--- config.mk ---
export PLATFORM = sky130hd
export DESIGN_NAME = echo_distance_median_gate_flat
export DESIGN_NICKNAME = d
export VERILOG_FILES = /design/src/sv/edmg_pkg.sv /design/src/sv/edmg_if.sv /design/src/sv/echo_distance_median_gate.sv /design/src/sv/edmg_front.sv /design/src/sv/edmg_queue.sv /design/src/sv/edmg_back.sv /design/src/flat_wrapper.sv
export SDC_FILE = /design/constraint.sdc
export NUM_CORES = 1
export LEC_CHECK = 0
export ABC_AREA = 1
export BUFFER_PORTS_ARGS = -buffer_cell sky130_fd_sc_hd__buf_2
export CORE_ASPECT_RATIO = 1.5
export CORE_MARGIN = 1
export CORE_UTILIZATION = 45
export CTS_CLUSTER_DIAMETER = 60
export DETAILED_ROUTE_END_ITERATION = 8
export PLACE_DENSITY_LB_ADDON = 0.1
export SKIP_LAST_GASP = 1
export SYNTH_ARGS = -nofsm -noshare
export SYNTH_HDL_FRONTEND = slang
export SYNTH_SLANG_ARGS = --single-unit
--- constraint.sdc ---
create_clock -name clk -period 11.6 [get_ports clk]
set_clock_uncertainty 0.15 [all_clocks]
set_input_delay 2.32 -clock clk [delete_from_list [all_inputs] [get_ports clk]]
set_output_delay 2.32 -clock clk [all_outputs]
set_load 0.01 [all_outputs]
--- src/sv/edmg_pkg.sv ---
// Shared types and constants for the echo distance median gate.
// No dependencies; every other file of the block imports this package.
package edmg_pkg;

  // Field widths
  localparam int ECHO_W = 15;
  localparam int DIST_W = 19;
  localparam int PROD_W = 20;   // echo_time * 17 before range check
  localparam int STAT_W = 2;

  // Configuration port
  localparam int APB_AW = 4;
  localparam int APB_DW = 32;

  // Defaults for the top-level parameters
  localparam int HISTORY_DEPTH_DEF = 5;
  localparam int SENSOR_COUNT_DEF  = 2;

  // Depth of the queue between front and back
  localparam int QUEUE_DEPTH = 2;

  typedef logic [STAT_W-1:0] status_t;

  // Result status codes
  localparam status_t ST_OK       = 2'd0;
  localparam status_t ST_TIMEOUT  = 2'd1;
  localparam status_t ST_RANGE    = 2'd2;
  localparam status_t ST_UNSTABLE = 2'd3;

  // Register indexes
  typedef logic [1:0] reg_idx_t;
  localparam reg_idx_t REG_MIN_RANGE    = 2'd0;
  localparam reg_idx_t REG_MAX_RANGE    = 2'd1;
  localparam reg_idx_t REG_SPREAD_LIMIT = 2'd2;
  localparam reg_idx_t REG_WARN_LEVEL   = 2'd3;

  // Register reset values
  localparam logic [DIST_W-1:0] MIN_RANGE_RST    = 19'd2000;
  localparam logic [DIST_W-1:0] MAX_RANGE_RST    = 19'd425000;
  localparam logic [DIST_W-1:0] SPREAD_LIMIT_RST = 19'd10000;
  localparam logic [DIST_W-1:0] WARN_LEVEL_RST   = 19'd7000;

  // Classification that travels with each queued item
  typedef struct packed {
    logic    sensor;
    status_t status;   // ST_OK here means "ring written, gate pending"
  } edmg_tag_t;

endpackage

--- src/sv/edmg_if.sv ---
// Valid/ready channel interfaces for the echo and result streams.
// Depends on edmg_pkg for field widths and the status type.
interface edmg_in_if;
  import edmg_pkg::*;
  logic              valid;
  logic              ready;
  logic              sensor;
  logic [ECHO_W-1:0] echo_time;

  modport source (output valid, output sensor, output echo_time, input ready);
  modport sink   (input valid, input sensor, input echo_time, output ready);
endinterface

interface edmg_out_if;
  import edmg_pkg::*;
  logic              valid;
  logic              ready;
  logic              sensor_out;
  status_t           status;
  logic [DIST_W-1:0] filtered;
  logic              warning;

  modport source (output valid, output sensor_out, output status, output filtered,
                  output warning, input ready);
  modport sink   (input valid, input sensor_out, input status, input filtered,
                  input warning, output ready);
endinterface

--- src/sv/echo_distance_median_gate.sv ---
// Echo distance median gate: each echo time on echo_in gives one result on
// result_out. Distance is echo_time * 17 in 0.001 cm; an in-window distance
// goes into its sensor's ring, and the ring median is passed when the
// ring's max minus min is within spread_limit, else status is unstable.
// Channels: echo_in (sensor, echo_time) and result_out (sensor_out, status,
// filtered, warning), valid/ready, a transfer when both are high.
// Each result is held in the queue and then in the result register before it
// is offered on result_out.
// Throughput: one echo per cycle while the queue has room; ranking, median and
// gate are combinational between the queue and the result register.
// Stall: a two-entry queue and the result register absorb up to three
// results while result_out.ready is low; echo_in.ready then drops.
// Reset (rst, synchronous): rings cleared to zero, write slots to zero,
// registers to their defaults; no clearing pass, echoes taken at once.
// Registers over APB, one per word: min_range, max_range, spread_limit,
// warn_level; write them only while no echo is in flight.
// Depends on edmg_pkg, edmg_if, edmg_front, edmg_queue and edmg_back.
module echo_distance_median_gate #(
  parameter int HISTORY_DEPTH = edmg_pkg::HISTORY_DEPTH_DEF,
  parameter int SENSOR_COUNT  = edmg_pkg::SENSOR_COUNT_DEF
) (
  input  logic                        clk,
  input  logic                        rst,
  edmg_in_if.sink                     echo_in,
  edmg_out_if.source                  result_out,
  input  logic                        psel,
  input  logic                        penable,
  input  logic                        pwrite,
  input  logic [edmg_pkg::APB_AW-1:0] paddr,
  input  logic [edmg_pkg::APB_DW-1:0] pwdata,
  output logic [edmg_pkg::APB_DW-1:0] prdata,
  output logic                        pready
);
  import edmg_pkg::*;

  localparam int ENTRY_W = $bits(edmg_tag_t) + HISTORY_DEPTH * DIST_W;

  logic [DIST_W-1:0] min_range;
  logic [DIST_W-1:0] max_range;
  logic [DIST_W-1:0] spread_limit;
  logic [DIST_W-1:0] warn_level;
  reg_idx_t          reg_idx;
  logic              cfg_wr;

  logic                                 push;
  logic                                 pop;
  logic                                 q_full;
  logic                                 q_empty;
  edmg_tag_t                            push_tag;
  edmg_tag_t                            q_tag;
  logic [HISTORY_DEPTH-1:0][DIST_W-1:0] push_ring;
  logic [HISTORY_DEPTH-1:0][DIST_W-1:0] q_ring;
  logic [ENTRY_W-1:0]                   push_data;
  logic [ENTRY_W-1:0]                   pop_data;

  // Configuration registers
  assign pready  = 1'b1;
  assign reg_idx = paddr[3:2];
  assign cfg_wr  = psel & penable & pwrite & pready;

  always_ff @(posedge clk) begin
    if (rst) begin
      min_range    <= MIN_RANGE_RST;
      max_range    <= MAX_RANGE_RST;
      spread_limit <= SPREAD_LIMIT_RST;
      warn_level   <= WARN_LEVEL_RST;
    end else if (cfg_wr) begin
      case (reg_idx)
        REG_MIN_RANGE:    min_range    <= pwdata[DIST_W-1:0];
        REG_MAX_RANGE:    max_range    <= pwdata[DIST_W-1:0];
        REG_SPREAD_LIMIT: spread_limit <= pwdata[DIST_W-1:0];
        REG_WARN_LEVEL:   warn_level   <= pwdata[DIST_W-1:0];
        default: ;
      endcase
    end
  end

  // Register read-back
  always_comb begin
    case (reg_idx)
      REG_MIN_RANGE:    prdata = APB_DW'(min_range);
      REG_MAX_RANGE:    prdata = APB_DW'(max_range);
      REG_SPREAD_LIMIT: prdata = APB_DW'(spread_limit);
      REG_WARN_LEVEL:   prdata = APB_DW'(warn_level);
      default:          prdata = '0;
    endcase
  end

  edmg_front #(
    .HISTORY_DEPTH (HISTORY_DEPTH),
    .SENSOR_COUNT  (SENSOR_COUNT)
  ) u_front (
    .clk       (clk),
    .rst       (rst),
    .echo_in   (echo_in),
    .min_range (min_range),
    .max_range (max_range),
    .q_full    (q_full),
    .push      (push),
    .push_tag  (push_tag),
    .push_ring (push_ring)
  );

  // Queue entry: tag above the ring snapshot
  assign push_data = {push_tag, push_ring};
  assign q_tag     = pop_data[ENTRY_W-1 -: $bits(edmg_tag_t)];
  assign q_ring    = pop_data[HISTORY_DEPTH*DIST_W-1:0];

  edmg_queue #(
    .W (ENTRY_W)
  ) u_queue (
    .clk       (clk),
    .rst       (rst),
    .push      (push),
    .push_data (push_data),
    .full      (q_full),
    .pop       (pop),
    .pop_data  (pop_data),
    .empty     (q_empty)
  );

  edmg_back #(
    .HISTORY_DEPTH (HISTORY_DEPTH)
  ) u_back (
    .clk          (clk),
    .rst          (rst),
    .q_empty      (q_empty),
    .q_tag        (q_tag),
    .q_ring       (q_ring),
    .spread_limit (spread_limit),
    .warn_level   (warn_level),
    .pop          (pop),
    .result_out   (result_out)
  );

endmodule

--- src/sv/edmg_front.sv ---
// Front end: accepts echoes, converts to distance, classifies and updates
// the per-sensor history rings. Depends on edmg_pkg and edmg_in_if.
module edmg_front #(
  parameter int HISTORY_DEPTH = edmg_pkg::HISTORY_DEPTH_DEF,
  parameter int SENSOR_COUNT  = edmg_pkg::SENSOR_COUNT_DEF
) (
  input  logic                                          clk,
  input  logic                                          rst,
  edmg_in_if.sink                                       echo_in,
  input  logic [edmg_pkg::DIST_W-1:0]                   min_range,
  input  logic [edmg_pkg::DIST_W-1:0]                   max_range,
  input  logic                                          q_full,
  output logic                                          push,
  output edmg_pkg::edmg_tag_t                           push_tag,
  output logic [HISTORY_DEPTH-1:0][edmg_pkg::DIST_W-1:0] push_ring
);
  import edmg_pkg::*;

  localparam int SIDX_W = (SENSOR_COUNT > 1) ? $clog2(SENSOR_COUNT) : 1;
  localparam int SLOT_W = $clog2(HISTORY_DEPTH);

  logic [HISTORY_DEPTH-1:0][DIST_W-1:0] history [SENSOR_COUNT];
  logic [SLOT_W-1:0]                    write_slot [SENSOR_COUNT];

  logic [PROD_W-1:0] distance;
  logic [SIDX_W-1:0] sidx;
  logic [SLOT_W-1:0] slot;
  logic              sensor_ok;
  logic              timeout;
  logic              in_window;
  logic              store;

  // Distance = echo * 17 as shift and add, exact in 20 bits
  assign distance = (PROD_W'(echo_in.echo_time) << 4) + PROD_W'(echo_in.echo_time);

  assign sidx      = SIDX_W'(echo_in.sensor);
  assign sensor_ok = {31'd0, echo_in.sensor} < 32'(SENSOR_COUNT);
  assign timeout   = (echo_in.echo_time == '0);
  assign in_window = sensor_ok && (distance >= PROD_W'(min_range))
                     && (distance <= PROD_W'(max_range));
  assign slot      = write_slot[sidx];

  // Ready whenever the queue has room; a transfer happens when valid is also high
  assign echo_in.ready = ~q_full;
  assign push          = echo_in.valid & ~q_full;
  assign store         = push & ~timeout & in_window;

  // Classify; the spread gate is left to the back end
  always_comb begin
    push_tag.sensor = echo_in.sensor;
    if (timeout) begin
      push_tag.status = ST_TIMEOUT;
    end else if (!in_window) begin
      push_tag.status = ST_RANGE;
    end else begin
      push_tag.status = ST_OK;
    end
  end

  // Ring contents as they stand after this write
  always_comb begin
    for (int k = 0; k < HISTORY_DEPTH; k++) begin
      if (SLOT_W'(k) == slot) begin
        push_ring[k] = distance[DIST_W-1:0];
      end else begin
        push_ring[k] = history[sidx][k];
      end
    end
  end

  // History rings and write slots
  always_ff @(posedge clk) begin
    if (rst) begin
      for (int s = 0; s < SENSOR_COUNT; s++) begin
        history[s]    <= '0;
        write_slot[s] <= '0;
      end
    end else if (store) begin
      history[sidx][slot] <= distance[DIST_W-1:0];
      if (slot == SLOT_W'(HISTORY_DEPTH - 1)) begin
        write_slot[sidx] <= '0;
      end else begin
        write_slot[sidx] <= slot + SLOT_W'(1);
      end
    end
  end

endmodule

--- src/sv/edmg_queue.sv ---
// Two-entry queue that decouples the front and back ends.
// Depends on edmg_pkg for the queue depth.
module edmg_queue #(
  parameter int W = 8
) (
  input  logic         clk,
  input  logic         rst,
  input  logic         push,
  input  logic [W-1:0] push_data,
  output logic         full,
  input  logic         pop,
  output logic [W-1:0] pop_data,
  output logic         empty
);
  import edmg_pkg::*;

  localparam int PTR_W = $clog2(QUEUE_DEPTH);
  localparam int CNT_W = $clog2(QUEUE_DEPTH + 1);

  logic [W-1:0]     entry [QUEUE_DEPTH];
  logic [PTR_W-1:0] wr_ptr;
  logic [PTR_W-1:0] rd_ptr;
  logic [CNT_W-1:0] count;

  assign full     = (count == CNT_W'(QUEUE_DEPTH));
  assign empty    = (count == '0);
  assign pop_data = entry[rd_ptr];

  // Storage, no reset needed
  always_ff @(posedge clk) begin
    if (push) begin
      entry[wr_ptr] <= push_data;
    end
  end

  // Pointers and fill count
  always_ff @(posedge clk) begin
    if (rst) begin
      wr_ptr <= '0;
      rd_ptr <= '0;
      count  <= '0;
    end else begin
      if (push) begin
        wr_ptr <= (wr_ptr == PTR_W'(QUEUE_DEPTH - 1)) ? '0 : wr_ptr + PTR_W'(1);
      end
      if (pop) begin
        rd_ptr <= (rd_ptr == PTR_W'(QUEUE_DEPTH - 1)) ? '0 : rd_ptr + PTR_W'(1);
      end
      if (push && !pop) begin
        count <= count + CNT_W'(1);
      end else if (pop && !push) begin
        count <= count - CNT_W'(1);
      end
    end
  end

endmodule

--- src/sv/edmg_back.sv ---
// Back end: ranks the ring, applies the spread gate, picks the median and
// holds the result register. Depends on edmg_pkg and edmg_out_if.
module edmg_back #(
  parameter int HISTORY_DEPTH = edmg_pkg::HISTORY_DEPTH_DEF
) (
  input  logic                                           clk,
  input  logic                                           rst,
  input  logic                                           q_empty,
  input  edmg_pkg::edmg_tag_t                            q_tag,
  input  logic [HISTORY_DEPTH-1:0][edmg_pkg::DIST_W-1:0] q_ring,
  input  logic [edmg_pkg::DIST_W-1:0]                    spread_limit,
  input  logic [edmg_pkg::DIST_W-1:0]                    warn_level,
  output logic                                           pop,
  edmg_out_if.source                                     result_out
);
  import edmg_pkg::*;

  localparam int RANK_W  = $clog2(HISTORY_DEPTH);
  localparam int MED_IDX = HISTORY_DEPTH / 2;

  logic [RANK_W-1:0] rank [HISTORY_DEPTH];
  logic [DIST_W-1:0] med;
  logic [DIST_W-1:0] lo;
  logic [DIST_W-1:0] hi;
  logic              unstable;
  status_t           status_next;
  logic [DIST_W-1:0] filtered_next;
  logic              warning_next;

  logic              valid;
  logic              sensor_out;
  status_t           status;
  logic [DIST_W-1:0] filtered;
  logic              warning;

  // Rank of each entry; ties broken by position so ranks are a permutation
  always_comb begin
    for (int i = 0; i < HISTORY_DEPTH; i++) begin
      rank[i] = '0;
      for (int j = 0; j < HISTORY_DEPTH; j++) begin
        if ((q_ring[j] < q_ring[i]) || ((j < i) && (q_ring[j] == q_ring[i]))) begin
          rank[i] = rank[i] + RANK_W'(1);
        end
      end
    end
  end

  // Median, minimum and maximum picked out by rank
  always_comb begin
    med = '0;
    lo  = '0;
    hi  = '0;
    for (int i = 0; i < HISTORY_DEPTH; i++) begin
      if (rank[i] == RANK_W'(MED_IDX)) begin
        med = q_ring[i];
      end
      if (rank[i] == '0) begin
        lo = q_ring[i];
      end
      if (rank[i] == RANK_W'(HISTORY_DEPTH - 1)) begin
        hi = q_ring[i];
      end
    end
  end

  assign unstable = (hi - lo) > spread_limit;

  // Spread gate and warning
  always_comb begin
    status_next   = q_tag.status;
    filtered_next = '0;
    warning_next  = 1'b0;
    if (q_tag.status == ST_OK) begin
      if (unstable) begin
        status_next = ST_UNSTABLE;
      end else begin
        filtered_next = med;
        warning_next  = (med != '0) && (med <= warn_level);
      end
    end
  end

  // Result register: loads when empty or being drained
  assign pop = ~q_empty & (~valid | result_out.ready);

  always_ff @(posedge clk) begin
    if (rst) begin
      valid <= 1'b0;
    end else if (~valid | result_out.ready) begin
      valid <= ~q_empty;
    end
  end

  always_ff @(posedge clk) begin
    if (pop) begin
      sensor_out <= q_tag.sensor;
      status     <= status_next;
      filtered   <= filtered_next;
      warning    <= warning_next;
    end
  end

  assign result_out.valid      = valid;
  assign result_out.sensor_out = sensor_out;
  assign result_out.status     = status;
  assign result_out.filtered   = filtered;
  assign result_out.warning    = warning;

endmodule

--- src/flat_wrapper.sv ---
// flat-port wrapper written by rule: the top's interface ports become plain ports
module echo_distance_median_gate_flat import edmg_pkg::*;
#(
  parameter int HISTORY_DEPTH = edmg_pkg::HISTORY_DEPTH_DEF,
  parameter int SENSOR_COUNT  = edmg_pkg::SENSOR_COUNT_DEF
)
  (clk, rst, psel, penable, pwrite, paddr, pwdata, prdata, pready, echo_in_valid, echo_in_sensor, echo_in_echo_time, echo_in_ready, result_out_valid, result_out_sensor_out, result_out_status, result_out_filtered, result_out_warning, result_out_ready);
  edmg_in_if echo_in_i ();
  edmg_out_if result_out_i ();
  input  logic clk;
  input  logic rst;
  input  logic psel;
  input  logic penable;
  input  logic pwrite;
  input  logic [edmg_pkg::APB_AW-1:0] paddr;
  input  logic [edmg_pkg::APB_DW-1:0] pwdata;
  output logic [edmg_pkg::APB_DW-1:0] prdata;
  output logic pready;
  input wire logic [$bits(echo_in_i.valid)-1:0] echo_in_valid;
  input wire logic [$bits(echo_in_i.sensor)-1:0] echo_in_sensor;
  input wire logic [$bits(echo_in_i.echo_time)-1:0] echo_in_echo_time;
  output wire logic [$bits(echo_in_i.ready)-1:0] echo_in_ready;
  output wire logic [$bits(result_out_i.valid)-1:0] result_out_valid;
  output wire logic [$bits(result_out_i.sensor_out)-1:0] result_out_sensor_out;
  output wire logic [$bits(result_out_i.status)-1:0] result_out_status;
  output wire logic [$bits(result_out_i.filtered)-1:0] result_out_filtered;
  output wire logic [$bits(result_out_i.warning)-1:0] result_out_warning;
  input wire logic [$bits(result_out_i.ready)-1:0] result_out_ready;
  assign echo_in_i.valid = echo_in_valid;
  assign echo_in_i.sensor = echo_in_sensor;
  assign echo_in_i.echo_time = echo_in_echo_time;
  assign echo_in_ready = echo_in_i.ready;
  assign result_out_valid = result_out_i.valid;
  assign result_out_sensor_out = result_out_i.sensor_out;
  assign result_out_status = result_out_i.status;
  assign result_out_filtered = result_out_i.filtered;
  assign result_out_warning = result_out_i.warning;
  assign result_out_i.ready = result_out_ready;
  echo_distance_median_gate #(.HISTORY_DEPTH(HISTORY_DEPTH), .SENSOR_COUNT(SENSOR_COUNT)) u_core (.clk(clk), .rst(rst), .echo_in(echo_in_i), .result_out(result_out_i), .psel(psel), .penable(penable), .pwrite(pwrite), .paddr(paddr), .pwdata(pwdata), .prdata(prdata), .pready(pready));
endmodule
==> impl_metrics.toml, run 1 <==
[outcome]
status = "finished, final reports clean"

[logic_synthesis]
synth_cell_types = 62
synth_mux_area_share_pct = 0.5411
ys_seq_area_share_pct = 44.85
synthMostInstantiatedCell = "nand2_1"
yosys-top-cells-count = "722 x nand2_1, 449 x nor2_1, 415 x edfxtp_1, 326 x inv_1, 316 x ha_1"
synth_top_family_by_area = "simple AND/OR/NAND/NOR gates"
postSynthCellCount = 3646
synth-seq-cells = 497
synth_top_area_cell = "edfxtp_1"
synthAdderAreaFrac_pct = 12.70
syn-cell-area_sq_um = 31450
yosys.area.top_type_share_pct = 39.63
avgSynthCellArea_sq_um = 8.625
synth_ff_type = "edfxtp_1"
synth_xor_area_share_pct = 0.7241
synth_edf_count = 415
ys_top_cells_by_area = "edfxtp_1 40%, ha_1 13%, nand2_1 8.6%"
ys_warn_count = 0
ys_async_sr_fraction_pct = 0
synthSimpleGateAreaFrac_pct = 20.12
synth_compound_area_share_pct = 14.06

[timing]
rsz0062_at_grt = "no"
tightest_slew_ns = 1.190
fin_crit_sh_pct = 90.44
setup_viol = 0
slew_viol_final = 0
clock.fmax_mhz = 95.32
relSlewSlack_pct = 20.46
hold_viol = 0
setup_tns_ns = 0
period_minus_slack_ns = 10.49

[detailed_routing]
detail_route.wl_per_cell_um = 22.99
ant_nets = 0
drtIter0Drc = 2413
vias_per_cell = 5.623
drc_errors = 0
vias = 26110
wl_um = 106800
drtPass1Iterations = 6

[setup_path]
cp.arrival_ns = 10.78
startpoint_type = "flip-flop"
slowest_stage = "o31ai_1"
path_class = "reg2reg"
critPathMaxStageDelay_ns = 0.74
crit_required_ns = 11.89
end_kind = "flip-flop"
crit_top_cell = "nand2_1"
crit_fanout = 39
r2r_cells = 49
rr_endpoint = "u_core.u_back.result_out.filtered[12]"
reg2reg_setup_slack_ns = 1.11

[global_route]
antenna_found_initial = 0
grt.total_usage_pct = 29.86
grt_start_max_net_pins = 99
overflow = 0
grt_pass1_wl_um = 154800
grt_pass1_vias = 24040

[die]
rows = 118
die_x_um = 217.8
dieArea_sq_um = 70970
ios = 117
fp.coreArea_sq_um = 69100
fp.dieH_um = 325.8
start_util_pct = 45.51

[place]
routabilityCongestion = 1.026
io_buffers = 87
dp_hpwl_um = 77160

[clock_network]
post_cts_resized = 0
clk_pin_slew_worst_paths_ns = 0.07
cts_tree = "done"
clkLatencyLatePin_ns = 0.61
numClockSinks = 497
cts_hold_buf = 0
postCtsSetupBuffers = 0
cts_max_path_buffers = 3
cts-root-buf = "clkbuf_16"
cts_max_level = 2
numCtsBuffers = 49

[cells_and_area]
fin_nets = 4081
layout-drive-gt1-share_pct = 11.01
area_growth_pct = 9.764
num_antenna_cells = 0

[min_path]
hold_start = "u_core.u_queue.rd_ptr"
whs_path_depth = 1
hold_class = "reg2reg"

[flow_run]
drv_cap = 0
==> flip-flops by register name, indices dropped and copies added (netlist names), 2 cells and up, named ones only <==
| signal | cells |
|---|---|
| u_core.u_queue.entry | 196 |
| u_core.u_front.history | 190 |
| u_core.max_range | 19 |
| u_core.min_range | 19 |
| u_core.spread_limit | 19 |
| u_core.u_back.result_out.filtered | 19 |
| u_core.warn_level | 19 |
| u_core.u_front.write_slot | 6 |
| u_core.u_back.result_out.status | 2 |
| u_core.u_queue.count | 2 |
==> cell usage in the layout, fill, tap and decap left out, drive strengths merged, types with 6 or more instances in the layout <==
master and instances:
nand2 738, buf 167, edfxtp 415, xnor2 8
o31ai 10, a21oi 292, o22ai 16, nand4 32
bufinv 6, conb 14, clkinv 27, o211ai 55
o221ai 12, nor2 477, nor3 28, ha 316
xor2 15, inv 344, dfxtp 82, nand3b 8
a31oi 89, a22oi 12, or2 69, clkbuf 62
nand3 110, o21ai 278, a211oi 9, mux2i 17
==> how the worst max path moves through the flow <==
stage	startpoint	end	slack (ns)
after floorplan	flip-flop	u_core.u_back.result_out.filtered[10]	3.49
after global placement	flip-flop	u_core.u_back.result_out.filtered[12]	1.32
after detailed placement	flip-flop	u_core.u_back.result_out.filtered[6]	1.24
after CTS	flip-flop	u_core.u_back.result_out.filtered[12]	1.21
after global routing	flip-flop	u_core.u_back.result_out.filtered[12]	0.18
final	flip-flop	u_core.u_back.result_out.filtered[12]	1.11
==> final cells by class <==
| class | instances | area (sq um) |
|---|---|---|
| Clock buffer | 62 | 1348 |
| Clock inverter | 28 | 327.8 |
| Fill cell | 6687 | 34580 |
| Inverter | 351 | 1319 |
| Multi-Input combinational cell | 2638 | 15240 |
| Sequential cell | 497 | 14110 |
| Tap cell | 900 | 1126 |
| Timing Repair Buffer | 167 | 1051 |
==> stage by stage <==
step / hold slack, ns / setup WS, ns / util (%) / area [sq um] / cells
after floorplan: 0.2758 / 3.495 / - / 31490 / 3658
after global placement: 0.2691 / 1.315 / 47.53 / 32840 / 4553
after detailed placement: 0.2793 / 1.243 / 47.53 / 32840 / 4553
after CTS: 0.2892 / 1.209 / 49.96 / 34520 / 4643
after global routing: 0.3031 / 0.1779 / 49.96 / 34520 / 4643
final: 0.2925 / 1.109 / 49.96 / 34520 / 4643
==> critical path: cells and delay by family, from the launching register on <==
kind | cells | cell delay, ns
AO/OA/AOI/OAI | 17 | 3.44
AND/OR/NAND/NOR | 18 | 2.54
buffers and inverters | 7 | 1.91
adder cells (fa/ha/maj) | 5 | 1.56
flip-flops | 1 | 0.35
XOR/XNOR | 2 | 0.33
==> metal layers <==
layer | global-route usage, % | share of wire, %
met5 | 0 | 0
met4 | 16.07 | 6.0
met3 | 3.417 | 5.7
met2 | 49.82 | 48
met1 | 37.70 | 41
==> kinds of logic (layout without fill, tap and decap cells) <==
group	count (synthesis)	after routing
buf+inv	523	608
fa+ha+maj	318	318
simple gates	1477	1477
other cells	2	14
mux	17	17
xor+xnor	23	23
flops	497	497
compound gates	789	789
Power of run 1 is not shown: default switching activity piles up to over one toggle a cycle in this logic, so the estimate is an artifact.
==> run 2, diff against run 1 <==
Settings changed: SYNTH_HIERARCHICAL from default to 1.
Clock period 11.6 ns to 12.9 ns, I/O delays scaled along.
==> run 2 against run 1 <==
Synthesized cell count rose by 3.6%. Cell count grew 2.3%. First-iteration DRC count shrank 9.9%. Largest cell class unchanged.
==> impl_metrics.toml, run 2 <==
[setup_path]
crit_required_ns = 13.18
crit_fanout = 60
critPathMaxStageDelay_ns = 0.85
slowest_stage = "dfxtp_4"
cp.arrival_ns = 11.12
path_class = "reg2reg"
crit_top_cell = "nand2_1"
startpoint_type = "flip-flop"
end_kind = "flip-flop"
critPathBufInv = 8
crit_family = "compound AO/OA/AOI/OAI gates"

[clock_network]
cts_max_level = 2
cts_max_path_buffers = 3
numCtsBuffers = 49
cts_hold_buf = 0
numClockSinks = 497
postCtsSetupBuffers = 0
cts_tree = "done"
clkLatencyLatePin_ns = 0.59
clk_pin_slew_worst_paths_ns = 0.07
post_cts_resized = 0
cts-root-buf = "clkbuf_16"

[detailed_routing]
wl_um = 107500
vias = 26060
drtIter0Drc = 2174
vias_per_cell = 5.488
detail_route.wl_per_cell_um = 22.65
ant_nets = 0
drc_errors = 0
drtPass1Iterations = 5

[cells_and_area]
top_regs = "u_core/u_queue/entry (196), u_core/u_front/history (190)"
fin_nets = 4171
largest_register = "u_core/u_queue/entry"
layout-drive-gt1-share_pct = 11.59
design_area_sq_um = 35210
largest_reg_flops = 196
final_util_pct = 49.16
nFillCells = 6880
area_growth_pct = 7.679
final_cell_mix = "851 x nand2_1, 481 x nor2_1, 415 x edfxtp_1"
final_common_cell = "nand2_1"
fin_cells = 4748

[logic_synthesis]
postSynthCellCount = 3778
ys_seq_area_share_pct = 43.13
synth_edf_count = 415
synth_cell_types = 70
yosys-top-cells-count = "851 x nand2_1, 485 x nor2_1, 415 x edfxtp_1, 383 x inv_1, 316 x ha_1"
synth_top_area_cell = "edfxtp_1"
ys_warn_count = 6
synth_ff_type = "edfxtp_1"
ys_async_sr_fraction_pct = 0
syn-cell-area_sq_um = 32700
avgSynthCellArea_sq_um = 8.655
synth-seq-cells = 497
ys_top_cells_by_area = "edfxtp_1 38%, ha_1 12%, nand2_1 9.8%"
yosys.area.top_type_share_pct = 38.11
synthMostInstantiatedCell = "nand2_1"

[outcome]
status = "finished, final reports clean"

[timing]
slew_viol_final = 0
rsz0062_at_grt = "no"
relSlewSlack_pct = 13.98
fin_crit_sh_pct = 84.05
period_minus_slack_ns = 10.84
hold_viol = 0
setup_tns_ns = 0
setup_viol = 0
clock.fmax_mhz = 92.23
tightest_slew_ns = 1.282

[die]
rows = 120
fp.coreArea_sq_um = 71620
fp.dieH_um = 332.2
dieArea_sq_um = 73770
die_x_um = 222.1
ios = 117
start_util_pct = 45.66

[place]
io_buffers = 87
dp_hpwl_um = 80590
dp.cells = 4658
routabilityCongestion = 1.020
place_area_sq_um = 33620

[global_route]
overflow = 0
grt_pass1_vias = 24440
grt_pass1_wl_um = 157100
grt.total_usage_pct = 28.93
grt_start_max_net_pins = 77
antenna_found_initial = 0

[flow_run]
drv_cap = 0

[min_path]
hold_class = "reg2reg"
## run 2: changes by cell type in the layout (fill, tap and decap cells not counted), sizes merged, moves of 16 or more
| cell | before | now |
|---|---|---|
| mux2 | 0 | 98 |
| inv | 344 | 398 |
| a21oi | 292 | 203 |
| buf | 167 | 127 |
| mux2i | 17 | 1 |
| o21ai | 278 | 128 |
| nor2 | 477 | 543 |
| o211ai | 55 | 28 |
| nand3 | 110 | 208 |
| nand2 | 738 | 870 |
| or2 | 69 | 9 |
| nand4 | 32 | 52 |
## run 2: cell families after synthesis
| group | count (synthesis) | synth area share [%] |
|---|---|---|
| other | 2 | 0.02297 |
| XOR/XNOR | 31 | 0.9337 |
| flip-flops | 497 | 43.13 |
| AO/OA/AOI/OAI | 531 | 9.543 |
| buffers and inverters | 574 | 7.829 |
| AND/OR/NAND/NOR | 1726 | 22.69 |
| adder cells (fa/ha/maj) | 318 | 12.21 |
| multiplexers | 99 | 3.635 |
## run 2: layout make-up
class | count | area, sq um | area share (%)
timing repair buffer | 127 | 738.2 | 2.097
inverter | 400 | 1508 | 4.282
clock buffer | 62 | 1295 | 3.678
tap | 915 | 1145 | 3.251
multi-input combinational | 2719 | 16120 | 45.79
sequential | 497 | 14110 | 40.06
clock inverter | 27 | 292.8 | 0.8315
antenna | 1 | 2.502 | 0.007107
## run 2: per-layer routing
metal | track usage, % | vias to the layer above | wire length, um
met1 | 35.15 | 12190 | 43280
li1 | - | 12810 | -
met5 | 0 | - | 0
met2 | 49.12 | 820 | 51500
met3 | 2.335 | 233 | 4889
met4 | 18.99 | 0 | 7851
## run 2: path summary, 6_finish.rpt
kind	start	to	slack (ns)	depth (start not counted)
hold / removal	u_core/min_range[6]	u_core/min_range[6]	0.35	2
setup reg to reg	flip-flop	u_core/u_back/result_out.filtered[2]	2.06	53
hold reg to reg	u_core/min_range[6]	u_core/min_range[6]	0.35	2
setup / recovery	flip-flop	u_core/u_back/result_out.filtered[2]	2.06	53
## run 2: tightest hold or removal path, cell delays in order, from the launching register on
cell and delay [ns]:
dfxtp_1 0.33, nand2_1 0.07, nand3_1 0.05
## run 2: metrics by stage
stage	hold WS (ns)	setup WS [ns]
CTS	0.3452	2.192
global route	0.3649	1.245
detailed placement	0.3350	2.270
floorplan	0.3010	4.494
finish	0.3476	2.057
global placement	0.3249	2.339
Power of run 2 is left out for the same reason.
